**config.mk**
```make
export PLATFORM = sky130hd
export DESIGN_NAME = frame_packer_with_sum_checksum_unit_flat
export DESIGN_NICKNAME = d
export VERILOG_FILES = /design/src/sv/fpsc_pkg.sv /design/src/sv/fpsc_if.sv /design/src/sv/fpsc_front.sv /design/src/sv/fpsc_queue.sv /design/src/sv/fpsc_back.sv /design/src/sv/frame_packer_with_sum_checksum_unit.sv /design/src/flat_wrapper.sv
export SDC_FILE = /design/constraint.sdc
export NUM_CORES = 1
export LEC_CHECK = 0
export BUFFER_PORTS_ARGS = -buffer_cell sky130_fd_sc_hd__clkbuf_2
export CAP_MARGIN = 20
export CORE_ASPECT_RATIO = 0.7
export CORE_MARGIN = 8
export CORE_UTILIZATION = 53
export CTS_CLUSTER_DIAMETER = 40
export DETAILED_ROUTE_END_ITERATION = 8
export GPL_ROUTABILITY_DRIVEN = 0
export PLACE_DENSITY = 0.81
export SYNTH_ARGS = -nofsm -noshare
export SYNTH_HDL_FRONTEND = slang
export SYNTH_SLANG_ARGS = --single-unit
```
**constraint.sdc**
```tcl
create_clock -name clk_i -period 3.5 [get_ports clk_i]
set_input_delay 0.35 -clock clk_i [delete_from_list [all_inputs] [get_ports clk_i]]
set_output_delay 0.35 -clock clk_i [all_outputs]
set_load 0.005 [all_outputs]
```
**src/sv/fpsc_pkg.sv**
```systemverilog
// ----------------------------------------------------------------------------
// fpsc_pkg
// Shared types and constants of the frame packer with additive checksum.
// ----------------------------------------------------------------------------
package fpsc_pkg;

  localparam int unsigned DATA_W    = 8;
  localparam int unsigned LEN_W     = 32;
  localparam int unsigned CFG_IDX_W = 8;
  localparam int unsigned STEP_W    = 3;

  // command field codes
  typedef enum logic {
    CMD_START = 1'b0,
    CMD_BODY  = 1'b1
  } cmd_e;

  // configuration register indexes
  localparam logic [CFG_IDX_W-1:0] REG_PREAMBLE = CFG_IDX_W'(0);
  localparam logic [CFG_IDX_W-1:0] REG_PROTO    = CFG_IDX_W'(1);

  // word positions of a start sequence
  localparam logic [STEP_W-1:0] STEP_PRE   = 3'd0;
  localparam logic [STEP_W-1:0] STEP_PROTO = 3'd1;
  localparam logic [STEP_W-1:0] STEP_MSG   = 3'd2;
  localparam logic [STEP_W-1:0] STEP_LEN3  = 3'd3;
  localparam logic [STEP_W-1:0] STEP_LEN2  = 3'd4;
  localparam logic [STEP_W-1:0] STEP_LEN1  = 3'd5;
  localparam logic [STEP_W-1:0] STEP_LEN0  = 3'd6;
  localparam logic [STEP_W-1:0] STEP_CSUM  = 3'd7;

  // word positions of a body sequence
  localparam logic [STEP_W-1:0] BODY_DATA  = 3'd0;
  localparam logic [STEP_W-1:0] BODY_CSUM  = 3'd1;

  // queue geometry
  localparam int unsigned QDEPTH = 2;
  localparam int unsigned QPTR_W = 1;
  localparam int unsigned QCNT_W = 2;

  // one classified operation handed from front to back
  typedef struct packed {
    cmd_e              kind;
    logic              close;   // frame ends with this op: append checksum
    logic [DATA_W-1:0] data;    // msg type for start, body word for body
    logic [LEN_W-1:0]  len;
  } op_t;

endpackage

```
**src/sv/fpsc_if.sv**
```systemverilog
// ----------------------------------------------------------------------------
// fpsc channel interfaces
// Valid/ready channels for input items, output words and register writes.
// ----------------------------------------------------------------------------
interface fpsc_in_if;
  logic                          valid;
  logic                          ready;
  logic                          command;
  logic [fpsc_pkg::DATA_W-1:0]   msg_type;
  logic [fpsc_pkg::LEN_W-1:0]    body_length;
  logic [fpsc_pkg::DATA_W-1:0]   body_byte;

  modport source (output valid, command, msg_type, body_length, body_byte,
                  input ready);
  modport sink   (input valid, command, msg_type, body_length, body_byte,
                  output ready);
endinterface

interface fpsc_out_if;
  logic                          valid;
  logic                          ready;
  logic [fpsc_pkg::DATA_W-1:0]   out_byte;
  logic                          end_of_frame;
  logic                          last_of_run;

  modport source (output valid, out_byte, end_of_frame, last_of_run,
                  input ready);
  modport sink   (input valid, out_byte, end_of_frame, last_of_run,
                  output ready);
endinterface

interface fpsc_cfg_if;
  logic                           valid;
  logic                           ready;
  logic [fpsc_pkg::CFG_IDX_W-1:0] index;
  logic [fpsc_pkg::DATA_W-1:0]    data;

  modport source (output valid, index, data, input ready);
  modport sink   (input valid, index, data, output ready);
endinterface

```
**src/sv/fpsc_front.sv**
```systemverilog
// ----------------------------------------------------------------------------
// fpsc_front
// Accepts input items, tracks the open frame and queues classified ops.
// ----------------------------------------------------------------------------
module fpsc_front (
  input  logic             clk_i,
  input  logic             rst_ni,
  fpsc_in_if.sink          in_i,
  input  logic             q_full_i,
  output logic             push_o,
  output fpsc_pkg::op_t    op_o
);
  import fpsc_pkg::*;

  logic              open_q, open_d;
  logic [LEN_W-1:0]  remain_q, remain_d;
  logic              accept;
  logic              last_body;

  assign in_i.ready = ~q_full_i;
  assign accept     = in_i.valid & in_i.ready;
  assign last_body  = (remain_q == LEN_W'(1));

  always_comb begin
    open_d      = open_q;
    remain_d    = remain_q;
    push_o      = 1'b0;
    op_o.kind   = cmd_e'(in_i.command);
    op_o.len    = in_i.body_length;
    op_o.data   = in_i.body_byte;
    op_o.close  = 1'b0;
    if (cmd_e'(in_i.command) == CMD_START) begin
      op_o.data  = in_i.msg_type;
      op_o.close = (in_i.body_length == '0);
      if (accept) begin
        push_o   = 1'b1;
        open_d   = (in_i.body_length != '0);
        remain_d = in_i.body_length;
      end
    end else begin
      op_o.close = last_body;
      // body word with no frame open is dropped
      if (accept && open_q) begin
        push_o   = 1'b1;
        remain_d = remain_q - LEN_W'(1);
        open_d   = ~last_body;
      end
    end
  end

  always_ff @(posedge clk_i or negedge rst_ni) begin
    if (!rst_ni) begin
      open_q   <= 1'b0;
      remain_q <= '0;
    end else begin
      open_q   <= open_d;
      remain_q <= remain_d;
    end
  end

  a_closed_no_remain: assert property (@(posedge clk_i) disable iff (!rst_ni)
    !open_q |-> remain_q == '0)
    else $error("front: words remaining with no frame open");

  a_open_nonzero: assert property (@(posedge clk_i) disable iff (!rst_ni)
    open_q |-> remain_q != '0)
    else $error("front: open frame with zero words remaining");

endmodule

```
**src/sv/fpsc_queue.sv**
```systemverilog
// ----------------------------------------------------------------------------
// fpsc_queue
// Two-entry op queue between front and back.
// ----------------------------------------------------------------------------
module fpsc_queue (
  input  logic             clk_i,
  input  logic             rst_ni,
  input  logic             push_i,
  input  fpsc_pkg::op_t    op_i,
  output logic             full_o,
  output logic             valid_o,
  output fpsc_pkg::op_t    op_o,
  input  logic             pop_i
);
  import fpsc_pkg::*;

  op_t               mem_q [QDEPTH];
  logic [QPTR_W-1:0] wr_q, rd_q;
  logic [QCNT_W-1:0] cnt_q;

  assign full_o  = (cnt_q == QCNT_W'(QDEPTH));
  assign valid_o = (cnt_q != '0);
  assign op_o    = mem_q[rd_q];

  always_ff @(posedge clk_i) begin
    if (push_i) begin
      mem_q[wr_q] <= op_i;
    end
  end

  always_ff @(posedge clk_i or negedge rst_ni) begin
    if (!rst_ni) begin
      wr_q  <= '0;
      rd_q  <= '0;
      cnt_q <= '0;
    end else begin
      if (push_i) wr_q <= wr_q + QPTR_W'(1);
      if (pop_i)  rd_q <= rd_q + QPTR_W'(1);
      cnt_q <= cnt_q + QCNT_W'(push_i) - QCNT_W'(pop_i);
    end
  end

  a_no_overflow: assert property (@(posedge clk_i) disable iff (!rst_ni)
    !(push_i && full_o))
    else $error("queue: push while full");

  a_no_underflow: assert property (@(posedge clk_i) disable iff (!rst_ni)
    !(pop_i && !valid_o))
    else $error("queue: pop while empty");

endmodule

```
**src/sv/fpsc_back.sv**
```systemverilog
// ----------------------------------------------------------------------------
// fpsc_back
// Expands queued ops into output words, one per cycle unless the output stalls, and keeps the sum.
// ----------------------------------------------------------------------------
module fpsc_back (
  input  logic                        clk_i,
  input  logic                        rst_ni,
  input  logic [fpsc_pkg::DATA_W-1:0] preamble_i,
  input  logic [fpsc_pkg::DATA_W-1:0] proto_i,
  input  logic                        q_valid_i,
  input  fpsc_pkg::op_t               op_i,
  output logic                        pop_o,
  fpsc_out_if.source                  out_o
);
  import fpsc_pkg::*;

  logic [STEP_W-1:0] step_q, step_d;
  logic [DATA_W-1:0] sum_q, sum_d;
  logic              ovalid_q;
  logic [DATA_W-1:0] obyte_q;
  logic              oeof_q, olast_q;

  logic              adv, emit, at_last, is_sum;
  logic [STEP_W-1:0] last_step;
  logic [DATA_W-1:0] word;

  assign adv  = ~ovalid_q | out_o.ready;
  assign emit = q_valid_i & adv;

  always_comb begin
    if (op_i.kind == CMD_START) begin
      last_step = op_i.close ? STEP_CSUM : STEP_LEN0;
    end else begin
      last_step = op_i.close ? BODY_CSUM : BODY_DATA;
    end
  end

  assign at_last = (step_q == last_step);
  assign is_sum  = op_i.close & at_last;
  assign pop_o   = emit & at_last;

  always_comb begin
    word = sum_q;
    if (!is_sum) begin
      if (op_i.kind == CMD_START) begin
        case (step_q)
          STEP_PRE:   word = preamble_i;
          STEP_PROTO: word = proto_i;
          STEP_MSG:   word = op_i.data;
          STEP_LEN3:  word = op_i.len[31:24];
          STEP_LEN2:  word = op_i.len[23:16];
          STEP_LEN1:  word = op_i.len[15:8];
          STEP_LEN0:  word = op_i.len[7:0];
          default:    word = sum_q;
        endcase
      end else begin
        word = op_i.data;
      end
    end
  end

  always_comb begin
    step_d = step_q;
    sum_d  = sum_q;
    if (emit) begin
      step_d = at_last ? '0 : step_q + STEP_W'(1);
      if (is_sum) begin
        sum_d = '0;
      end else if (op_i.kind == CMD_START && step_q == STEP_PRE) begin
        sum_d = word;   // new frame restarts the sum
      end else begin
        sum_d = sum_q + word;
      end
    end
  end

  always_ff @(posedge clk_i or negedge rst_ni) begin
    if (!rst_ni) begin
      step_q   <= '0;
      sum_q    <= '0;
      ovalid_q <= 1'b0;
    end else begin
      step_q <= step_d;
      sum_q  <= sum_d;
      if (adv) ovalid_q <= q_valid_i;
    end
  end

  always_ff @(posedge clk_i) begin
    if (emit) begin
      obyte_q <= word;
      oeof_q  <= is_sum;
      olast_q <= at_last;
    end
  end

  assign out_o.valid        = ovalid_q;
  assign out_o.out_byte     = obyte_q;
  assign out_o.end_of_frame = oeof_q;
  assign out_o.last_of_run  = olast_q;

  a_mid_op_has_op: assert property (@(posedge clk_i) disable iff (!rst_ni)
    step_q != '0 |-> q_valid_i)
    else $error("back: sequence in progress with empty queue");

  a_eof_is_last: assert property (@(posedge clk_i) disable iff (!rst_ni)
    ovalid_q && oeof_q |-> olast_q)
    else $error("back: checksum word not flagged last");

  a_sum_cleared: assert property (@(posedge clk_i) disable iff (!rst_ni)
    emit && is_sum |=> sum_q == '0)
    else $error("back: sum not cleared after checksum");

endmodule

```
**src/sv/frame_packer_with_sum_checksum_unit.sv**
```systemverilog
// ----------------------------------------------------------------------------
// frame_packer_with_sum_checksum_unit
// Length-prefixed frame packer with 8-bit additive checksum.
//
//   channel  dir  fields                                        word
//   in_i     in   command, msg_type, body_length, body_byte     one command
//   out_o    out  out_byte, end_of_frame, last_of_run           one frame byte
//   cfg_i    in   index, data                                   one reg write
//
// The back end emits one word per cycle unless out_o stalls: a body command
// yields one word (two when it closes the frame), a start seven (eight with
// zero length). A two-entry op queue decouples input from output, so body
// commands stream at one per cycle unless out_o stalls, while starts can fill the queue and hold the input back.
// Reset clears the open-frame state, the sum and both config registers.
// Output stalls back up through the queue; cfg_i is always ready.
// ----------------------------------------------------------------------------
module frame_packer_with_sum_checksum_unit (
  input  logic         clk_i,
  input  logic         rst_ni,
  fpsc_in_if.sink      in_i,
  fpsc_out_if.source   out_o,
  fpsc_cfg_if.sink     cfg_i
);
  import fpsc_pkg::*;

  logic [DATA_W-1:0] preamble_q, proto_q;
  logic              push, q_full, q_valid, pop;
  op_t               push_op, head_op;

  assign cfg_i.ready = 1'b1;

  always_ff @(posedge clk_i or negedge rst_ni) begin
    if (!rst_ni) begin
      preamble_q <= '0;
      proto_q    <= '0;
    end else if (cfg_i.valid && cfg_i.ready) begin
      case (cfg_i.index)
        REG_PREAMBLE: preamble_q <= cfg_i.data;
        REG_PROTO:    proto_q    <= cfg_i.data;
        default:      ;
      endcase
    end
  end

  fpsc_front u_front (
    .clk_i    (clk_i),
    .rst_ni   (rst_ni),
    .in_i     (in_i),
    .q_full_i (q_full),
    .push_o   (push),
    .op_o     (push_op)
  );

  fpsc_queue u_queue (
    .clk_i   (clk_i),
    .rst_ni  (rst_ni),
    .push_i  (push),
    .op_i    (push_op),
    .full_o  (q_full),
    .valid_o (q_valid),
    .op_o    (head_op),
    .pop_i   (pop)
  );

  fpsc_back u_back (
    .clk_i      (clk_i),
    .rst_ni     (rst_ni),
    .preamble_i (preamble_q),
    .proto_i    (proto_q),
    .q_valid_i  (q_valid),
    .op_i       (head_op),
    .pop_o      (pop),
    .out_o      (out_o)
  );

endmodule
```
**src/flat_wrapper.sv**
```systemverilog
// flat-port wrapper written by rule: the top's interface ports become plain ports
module frame_packer_with_sum_checksum_unit_flat import fpsc_pkg::*;
  (clk_i, rst_ni, in_i_valid, in_i_command, in_i_msg_type, in_i_body_length, in_i_body_byte, in_i_ready, out_o_valid, out_o_out_byte, out_o_end_of_frame, out_o_last_of_run, out_o_ready, cfg_i_valid, cfg_i_index, cfg_i_data, cfg_i_ready);
  fpsc_in_if in_i_i ();
  fpsc_out_if out_o_i ();
  fpsc_cfg_if cfg_i_i ();
  input  logic clk_i;
  input  logic rst_ni;
  input wire logic [$bits(in_i_i.valid)-1:0] in_i_valid;
  input wire logic [$bits(in_i_i.command)-1:0] in_i_command;
  input wire logic [$bits(in_i_i.msg_type)-1:0] in_i_msg_type;
  input wire logic [$bits(in_i_i.body_length)-1:0] in_i_body_length;
  input wire logic [$bits(in_i_i.body_byte)-1:0] in_i_body_byte;
  output wire logic [$bits(in_i_i.ready)-1:0] in_i_ready;
  output wire logic [$bits(out_o_i.valid)-1:0] out_o_valid;
  output wire logic [$bits(out_o_i.out_byte)-1:0] out_o_out_byte;
  output wire logic [$bits(out_o_i.end_of_frame)-1:0] out_o_end_of_frame;
  output wire logic [$bits(out_o_i.last_of_run)-1:0] out_o_last_of_run;
  input wire logic [$bits(out_o_i.ready)-1:0] out_o_ready;
  input wire logic [$bits(cfg_i_i.valid)-1:0] cfg_i_valid;
  input wire logic [$bits(cfg_i_i.index)-1:0] cfg_i_index;
  input wire logic [$bits(cfg_i_i.data)-1:0] cfg_i_data;
  output wire logic [$bits(cfg_i_i.ready)-1:0] cfg_i_ready;
  assign in_i_i.valid = in_i_valid;
  assign in_i_i.command = in_i_command;
  assign in_i_i.msg_type = in_i_msg_type;
  assign in_i_i.body_length = in_i_body_length;
  assign in_i_i.body_byte = in_i_body_byte;
  assign in_i_ready = in_i_i.ready;
  assign out_o_valid = out_o_i.valid;
  assign out_o_out_byte = out_o_i.out_byte;
  assign out_o_end_of_frame = out_o_i.end_of_frame;
  assign out_o_last_of_run = out_o_i.last_of_run;
  assign out_o_i.ready = out_o_ready;
  assign cfg_i_i.valid = cfg_i_valid;
  assign cfg_i_i.index = cfg_i_index;
  assign cfg_i_i.data = cfg_i_data;
  assign cfg_i_ready = cfg_i_i.ready;
  frame_packer_with_sum_checksum_unit u_core (.clk_i(clk_i), .rst_ni(rst_ni), .in_i(in_i_i), .out_o(out_o_i), .cfg_i(cfg_i_i));
endmodule
```
=== After elaboration in Yosys (flattened, before gate mapping) ===
Memory sizes are Yosys's and may differ from the RTL's.
Cells that the tools add are included.

* Register bits after elaboration: 75
* RAM bits: 84
* Input bits: 70
* Output and inout port bits: 13
* Memories kept: 1

* Add/sub/neg operators: 7
* Eq/ne operators: 11
* Muxes and demuxes: 22
* Bitwise logic cells: 9
* Reductions and logical operators: 11

{| class="wikitable"
|+ Memories
! memory !! words !! bits a word !! read ports !! clocked after Yosys merged registers in !! wr ports !! RTL line !! RTL
|-
| u_core.u_queue.mem_q || 2 || 42 || 1 || 0 || 1 || fpsc_queue.sv:17 || <nowiki>op_t mem_q [QDEPTH];</nowiki>
|}

{| class="wikitable"
|+ Operators by type and width
! cell !! count
|-
| two-way mux 32 bit || 3
|-
| one-hot mux 8 bit (7 select lines) || 1
|-
| two-way mux 8 bit || 5
|-
| equality test 32 x 1 -> 1 bit, second input constant || 1
|-
| zero test 32 bit || 1
|-
| nonzero test 32 bit || 1
|-
| subtractor 32 x 1 -> 32 bit, second input constant || 1
|-
| two-way mux 1 bit || 11
|-
| equality test 3 bit, second input constant || 3
|-
| adder 8 bit || 1
|-
| equality test 8 x 1 -> 1 bit, second input constant || 1
|-
| zero test 8 bit || 1
|-
| equality test 3 x 2 -> 1 bit, second input constant || 2
|-
| two-way mux 3 bit || 2
|-
| AND reduction 2 bit || 3
|-
| bitwise AND 1 bit || 4
|-
| NOT 1 bit || 4
|-
| nonzero test 2 bit || 2
|-
| adder 3 x 1 -> 3 bit, second input constant || 1
|-
| equality test 3 x 1 -> 1 bit, second input constant || 1
|-
| equality test 3 bit || 1
|-
| zero test 3 bit || 1
|-
| adder 1 bit, second input constant || 2
|-
| adder 2 x 1 -> 2 bit || 1
|-
| other kinds (5) || 6
|}

=== Logic depth before layout (Yosys ltp) ===
An unclocked memory read counts as a cell.

* Depth in word-level cells: 9
* Depth in mapped cells: 20
* Mapped depth without buffers: 17

=== Cells and area by module ===
From an unflattened synthesis, not the netlist that was laid out.

* Cells, all modules: 705
* Area, all modules: 8618.3 um2

{| class="wikitable"
|+ Modules (own cells, without submodules)
! module !! times used !! cells an instance !! area each (um2)
|-
| fpsc_queue || 1 || 146 || 3432.0
|-
| fpsc_front || 1 || 305 || 2642.5
|-
| fpsc_back || 1 || 214 || 1873.0
|-
| frame_packer_with_sum_checksum_unit || 1 || 40 || 670.6
|}

=== Least setup slack after synthesis ===
OpenSTA, ideal clock, no wires.

* Path kind: reg-to-reg
* Start point: register u_core.u_back.step_q[2]
* End point: register u_core.u_back.sum_q[6]
* Setup time: 0.127 ns
* Arrival: 3.676 ns
* Data required time: 3.373 ns
* Setup slack: -0.303 ns
* Cell stages (with the launch flop): 20
* Path through: dfrtp_1 -> clkbuf_1 -> clkbuf_1 -> inv_1 -> ha_1 -> clkbuf_1 -> nor4_1 -> a2111oi_0 -> o21ai_0 -> nor2_1 -> nor2_1 -> ha_1 -> inv_1 -> fa_1 -> nor2b_1 -> o21ai_0 -> a21oi_1 -> o21ai_0 -> a31oi_1 -> o21ai_0

* Cells in the longest elaborated chain, start to end: 7
* Elaborated cells between the ends (all ways): 16
* Those cells by class: add/sub (1); eq/ne (7); mux (5); bitwise (1); reduce/logical (2)

{| class="wikitable"
|+ RTL lines
! what !! RTL line !! RTL
|-
| start, declared || fpsc_back.sv:17 || <nowiki>logic [STEP_W-1:0] step_q, step_d;</nowiki>
|-
| start signal, assigned || fpsc_back.sv:83 || <nowiki>step_q <= step_d;</nowiki>
|-
| equality test 3 bit, or another cell as far along || fpsc_back.sv:46 || <nowiki>case (step_q)</nowiki>
|-
| one-hot mux 8 bit (7 select lines) || fpsc_back.sv:46 ||
|-
| two-way mux 8 bit || fpsc_back.sv:45 || <nowiki>if (op_i.kind == CMD_START) begin</nowiki>
|-
| two-way mux 8 bit (*) || fpsc_back.sv:44 || <nowiki>if (!is_sum) begin</nowiki>
|-
| named net u_core.u_back.word[0] || fpsc_back.sv:25 || <nowiki>logic [DATA_W-1:0] word;</nowiki>
|-
| adder 8 bit (*) || fpsc_back.sv:72 || <nowiki>sum_d = sum_q + word;</nowiki>
|-
| two-way mux 8 bit (*) || fpsc_back.sv:69 || <nowiki>end else if (op_i.kind == CMD_START && step_q == STEP_PRE) begin</nowiki>
|-
| two-way mux 8 bit (*) || fpsc_back.sv:67 || <nowiki>if (is_sum) begin</nowiki>
|-
| end signal, assigned || fpsc_back.sv:84 || <nowiki>sum_q <= sum_d;</nowiki>
|-
| end, declared || fpsc_back.sv:18 || <nowiki>logic [DATA_W-1:0] sum_q, sum_d;</nowiki>
|}

The timed path passes the listed nets; every way through them passes the cells marked *.
A chain may end at the register's enable or synchronous reset.

=== Worst setup path after layout ===
* Start point: register u_core.u_back.step_q[0]
* End point: register u_core.u_back.sum_q[7]

The elaborated chain is that of the path after synthesis.

==> flow_metrics.env <==
export IMPL_run_status="complete, no violations"
export IMPL_grt_pass1_vias=6016
export IMPL_global_route_usage_total_pct=21.6
export IMPL_max_freq_ghz=0.291
export IMPL_place_port_buffers=81
export IMPL_timing_final_setup_violations=0
export IMPL_postSynthNetCount=753
export IMPL_yosys_top_cells_area="sky130_fd_sc_hd__edfxtp_1 36%, sky130_fd_sc_hd__dfrtp_1 21%, sky130_fd_sc_hd__mux2_2 5.2%"
export IMPL_root_buffer="sky130_fd_sc_hd__clkbuf_16"
export IMPL_drt_total_wl_microns=21800
export IMPL_clock_path_buffers=2
export IMPL_antenna_cells=0
export IMPL_worst_slew_pin_transition_ps=971
export IMPL_fp_coreArea_sq_um=14500
export IMPL_worst_skew_pair_late_latency_ps=430
export IMPL_synth_seq_cells=159
export IMPL_placementRows=37
export IMPL_postSynthCellCount=666
export IMPL_cp_num_buf_inv=2
export IMPL_detailedRoute_firstIterationViolations=897
export IMPL_category_of_the_worst_setup_path_launch_point="flop"
export IMPL_viasPerCell=6.41
export IMPL_cts_htree_levels=4
export IMPL_leakagePower_nw=3.79
export IMPL_synthArstFlopShare_pct=40.9
export IMPL_timing_critical_path_arrival_ps=3750
export IMPL_synth_edff_count=94
export IMPL_placed_area_sq_um=8490
export IMPL_yosys_cell_types_count=64
export IMPL_drc=0
export IMPL_finalMaxSlewViolations=0
export IMPL_synth_seq_area_share_pct=57.0
export IMPL_worst_path_dominant_cell_family="compound AO/OA/AOI/OAI gates"
export IMPL_ios=83
export IMPL_worst_endpoint_required_ps=3810
export IMPL_areal_power_density_over_the_cells_nw_per_um2=946
export IMPL_drv_max_cap_violation_count=0
export IMPL_first_pass_grt_wire_length_microns=32400
export IMPL_tritoncts_num_buffers=17
export IMPL_cp_cell_instances="clkinvlp_4, ha_4, buf_4, a22oi_1, a21oi_1, a211o_1, a22oi_2, o21ai_2, ha_1, a21oi_1, o211ai_1, nand2_1, a21oi_2, mux2i_1, nand3_1"
export IMPL_max_slew_margin_pct=35.3
export IMPL_final_setup_worst_slack_ps=63.9
export IMPL_route_vias_total=6305
export IMPL_layout_min_cycle_time_ps=3440
export IMPL_drive_gt1_share_pct=30.6
export IMPL_syn_mean_instance_area_sq_um=11.7
export IMPL_worst_path_max_fanout=6
export IMPL_cts_tree="done"
export IMPL_largest_net_degree_at_the_start_of_global_routing=66
export IMPL_critPathMaxStageDelay_ps=420
export IMPL_clock_transition_at_the_registers_of_the_reported_paths_ps=70
export IMPL_cp_slowest_cell="sky130_fd_sc_hd__dfrtp_2"
export IMPL_cts_sinks=159
export IMPL_total_power_w=0.00895
export IMPL_critPathCaptureType="flop"
export IMPL_highest_ir_drop_seen_on_vdd_mv=0.447
export IMPL_cpMostUsedCell="sky130_fd_sc_hd__a21oi_1"
export IMPL_layout_cell_area_non_filler_sq_um=9460
export IMPL_die_height_microns=118
export IMPL_netlist_area_sq_um=7800
export IMPL_hold_viol=0
export IMPL_final_nets=862
export IMPL_worst_clock_skew_ps=7.56
export IMPL_antenna_violations_before_repair=0
export IMPL_drt_pass1_iter_count=7
export IMPL_worstHoldPathType="input pin to asynchronous set/reset pin"
export IMPL_dp_hpwl_microns=14400
export IMPL_area_growth_synth_to_final_pct=21.2
export IMPL_timing_final_crit_share_pct=98.2
export IMPL_initial_utilization_pct=53.7
export IMPL_pre_cts_slack_ps=-220
export IMPL_synth_warnings=0
export IMPL_grt_remaining_overflow=0
export IMPL_yosys_most_used_dff="sky130_fd_sc_hd__edfxtp_1"
export IMPL_die_area_sq_um=18900
export IMPL_die_width_microns=161
export IMPL_ant_nets=0
export IMPL_synth_top_area_cell="sky130_fd_sc_hd__edfxtp_1"
export IMPL_yosysTopAreaCellShare_pct=36.2
export IMPL_timing_worst_setup_path_type="flop to flop"
export IMPL_route_detailed_wl_per_inst_microns=22.2
[worst paths after layout]
kind                                         startpoint                     endpoint  slack (ps)  cells past startpoint
worst min register to register    u_core.u_front.open_q        u_core.u_front.open_q         500                      2
worst max register to register  u_core.u_back.step_q[0]       u_core.u_back.sum_q[7]          60                     15
max in group asynchronous                        rst_ni          u_core.u_queue.rd_q        2730                      2
min in group clk_i                 in_i_body_length[20]  u_core.u_queue.mem_q[0][20]         170                      1
worst max-delay path            u_core.u_back.step_q[0]       u_core.u_back.sum_q[7]          60                     15
worst min-delay path                             rst_ni  u_core.u_front.remain_q[30]         110                      2
[placed cells by master, fill, tap and decap left out, drive strengths merged, types with 3 or more instances in the layout]
cell,Yosys,layout
o21ai,33,33
nor4,20,20
buf,11,43
a21o,4,4
and3,4,4
a31oi,3,3
clkinvlp,0,3
nor3,13,13
nand2b,5,5
a21oi,42,42
a22oi,14,14
nand3,18,18
o31a,3,3
a221oi,3,3
edfxtp,94,94
ha,16,16
nand2,53,53
a32oi,4,4
mux2i,40,40
xnor2,5,5
o22ai,38,38
or4,6,6
dfrtp,65,65
inv,18,22
xor2,4,4
clkbuf,23,99
a222oi,4,4
nand4,6,6
a22o,3,3
clkinv,1,6
mux2,36,36
nor2,39,39
nor2b,3,3
or3,4,4
and2,4,4
[Yosys cell counts (5+ instances only)]
library cell / count
sky130_fd_sc_hd__clkbuf_1: 23
sky130_fd_sc_hd__edfxtp_1: 94
sky130_fd_sc_hd__o21ai_0: 32
sky130_fd_sc_hd__ha_1: 16
sky130_fd_sc_hd__inv_1: 18
sky130_fd_sc_hd__nand3_1: 18
sky130_fd_sc_hd__nor4_1: 19
sky130_fd_sc_hd__nand2b_1: 5
sky130_fd_sc_hd__a22oi_1: 14
sky130_fd_sc_hd__xnor2_1: 5
sky130_fd_sc_hd__nor2_1: 38
sky130_fd_sc_hd__mux2i_1: 39
sky130_fd_sc_hd__nand2_1: 53
sky130_fd_sc_hd__nand4_1: 5
sky130_fd_sc_hd__mux2_2: 36
sky130_fd_sc_hd__a21oi_1: 42
sky130_fd_sc_hd__o22ai_1: 38
sky130_fd_sc_hd__dfrtp_1: 65
sky130_fd_sc_hd__nor3_1: 11
[through the flow]
step / instances / setup TNS (ps) / hold WS, ps / util (%)
floorplan: 666 / 0 / 54.4 / -
global placement: 930 / 0 / 459 / 58.4
detailed placement: 930 / -360 / 479 / 58.4
CTS: 962 / 0 / 145 / 62.6
global route: 983 / -219 / 164 / 65.1
finish: 983 / 0 / 106 / 65.1
[area by class of cell]
cell class / instances / area (sq um)
Fill cell: 1070 / 5080
Sequential cell: 159 / 4460
Multi-Input combinational cell: 454 / 3350
Timing Repair Buffer: 124 / 752
Clock buffer: 18 / 429
Tap cell: 195 / 244
Clock inverter: 14 / 156
Inverter: 19 / 75.1
[kinds of logic after synthesis]
kind of cell,count (synthesis),share of synthesized area [%]
fa+ha+maj,17,2.82
mux,76,10.4
flops,159,57.0
compound gates,169,14.0
xor+xnor,9,1.01
simple gates,182,11.9
other cells,1,0.0481
buf+inv,53,2.85
[per-layer routing]
layer  GRT usage, %  share of wire (%)  up-vias
li1               -                  -     2782
met1           29.0                 41     3063
met2           33.5                 46      390
met3           5.97                 10       70
met4           6.57                2.7        0
met5              0                  0        -
[state kept, by name, summed over array words and instances, names as in the netlist]
signal and cells:
u_core.u_back.step_q 3, u_core.u_back.out_o.valid 1, u_core.u_back.out_o.last_of_run 1, u_core.u_front.open_q 1, u_core.u_back.out_o.out_byte 8, u_core.u_front.remain_q 32
u_core.u_queue.cnt_q 2, u_core.proto_q 8, u_core.preamble_q 8, u_core.u_queue.rd_q 1, u_core.u_back.out_o.end_of_frame 1, u_core.u_queue.wr_q 1
u_core.u_back.sum_q 8, u_core.u_queue.mem_q 84
[report_power, final]
group / internal, W / total (W) / switching, W / leakage [nW]
registers: 0.00265 / 0.00312 / 0.000465 / 1.69
logic: 0.00173 / 0.00398 / 0.00225 / 1.81
clock network: 0.00106 / 0.00185 / 0.000788 / 0.281
[repair_timing]
| action | in CTS | in global routing |
|---|---|---|
| resized for setup | 7 | 49 |
| setup endpoints to repair | 3 | 5 |
| setup buffers | 0 | 21 |
| hold buffers | 0 | 0 |
| pin swaps | 0 | 19 |
Power figures use the tool's default switching activity.
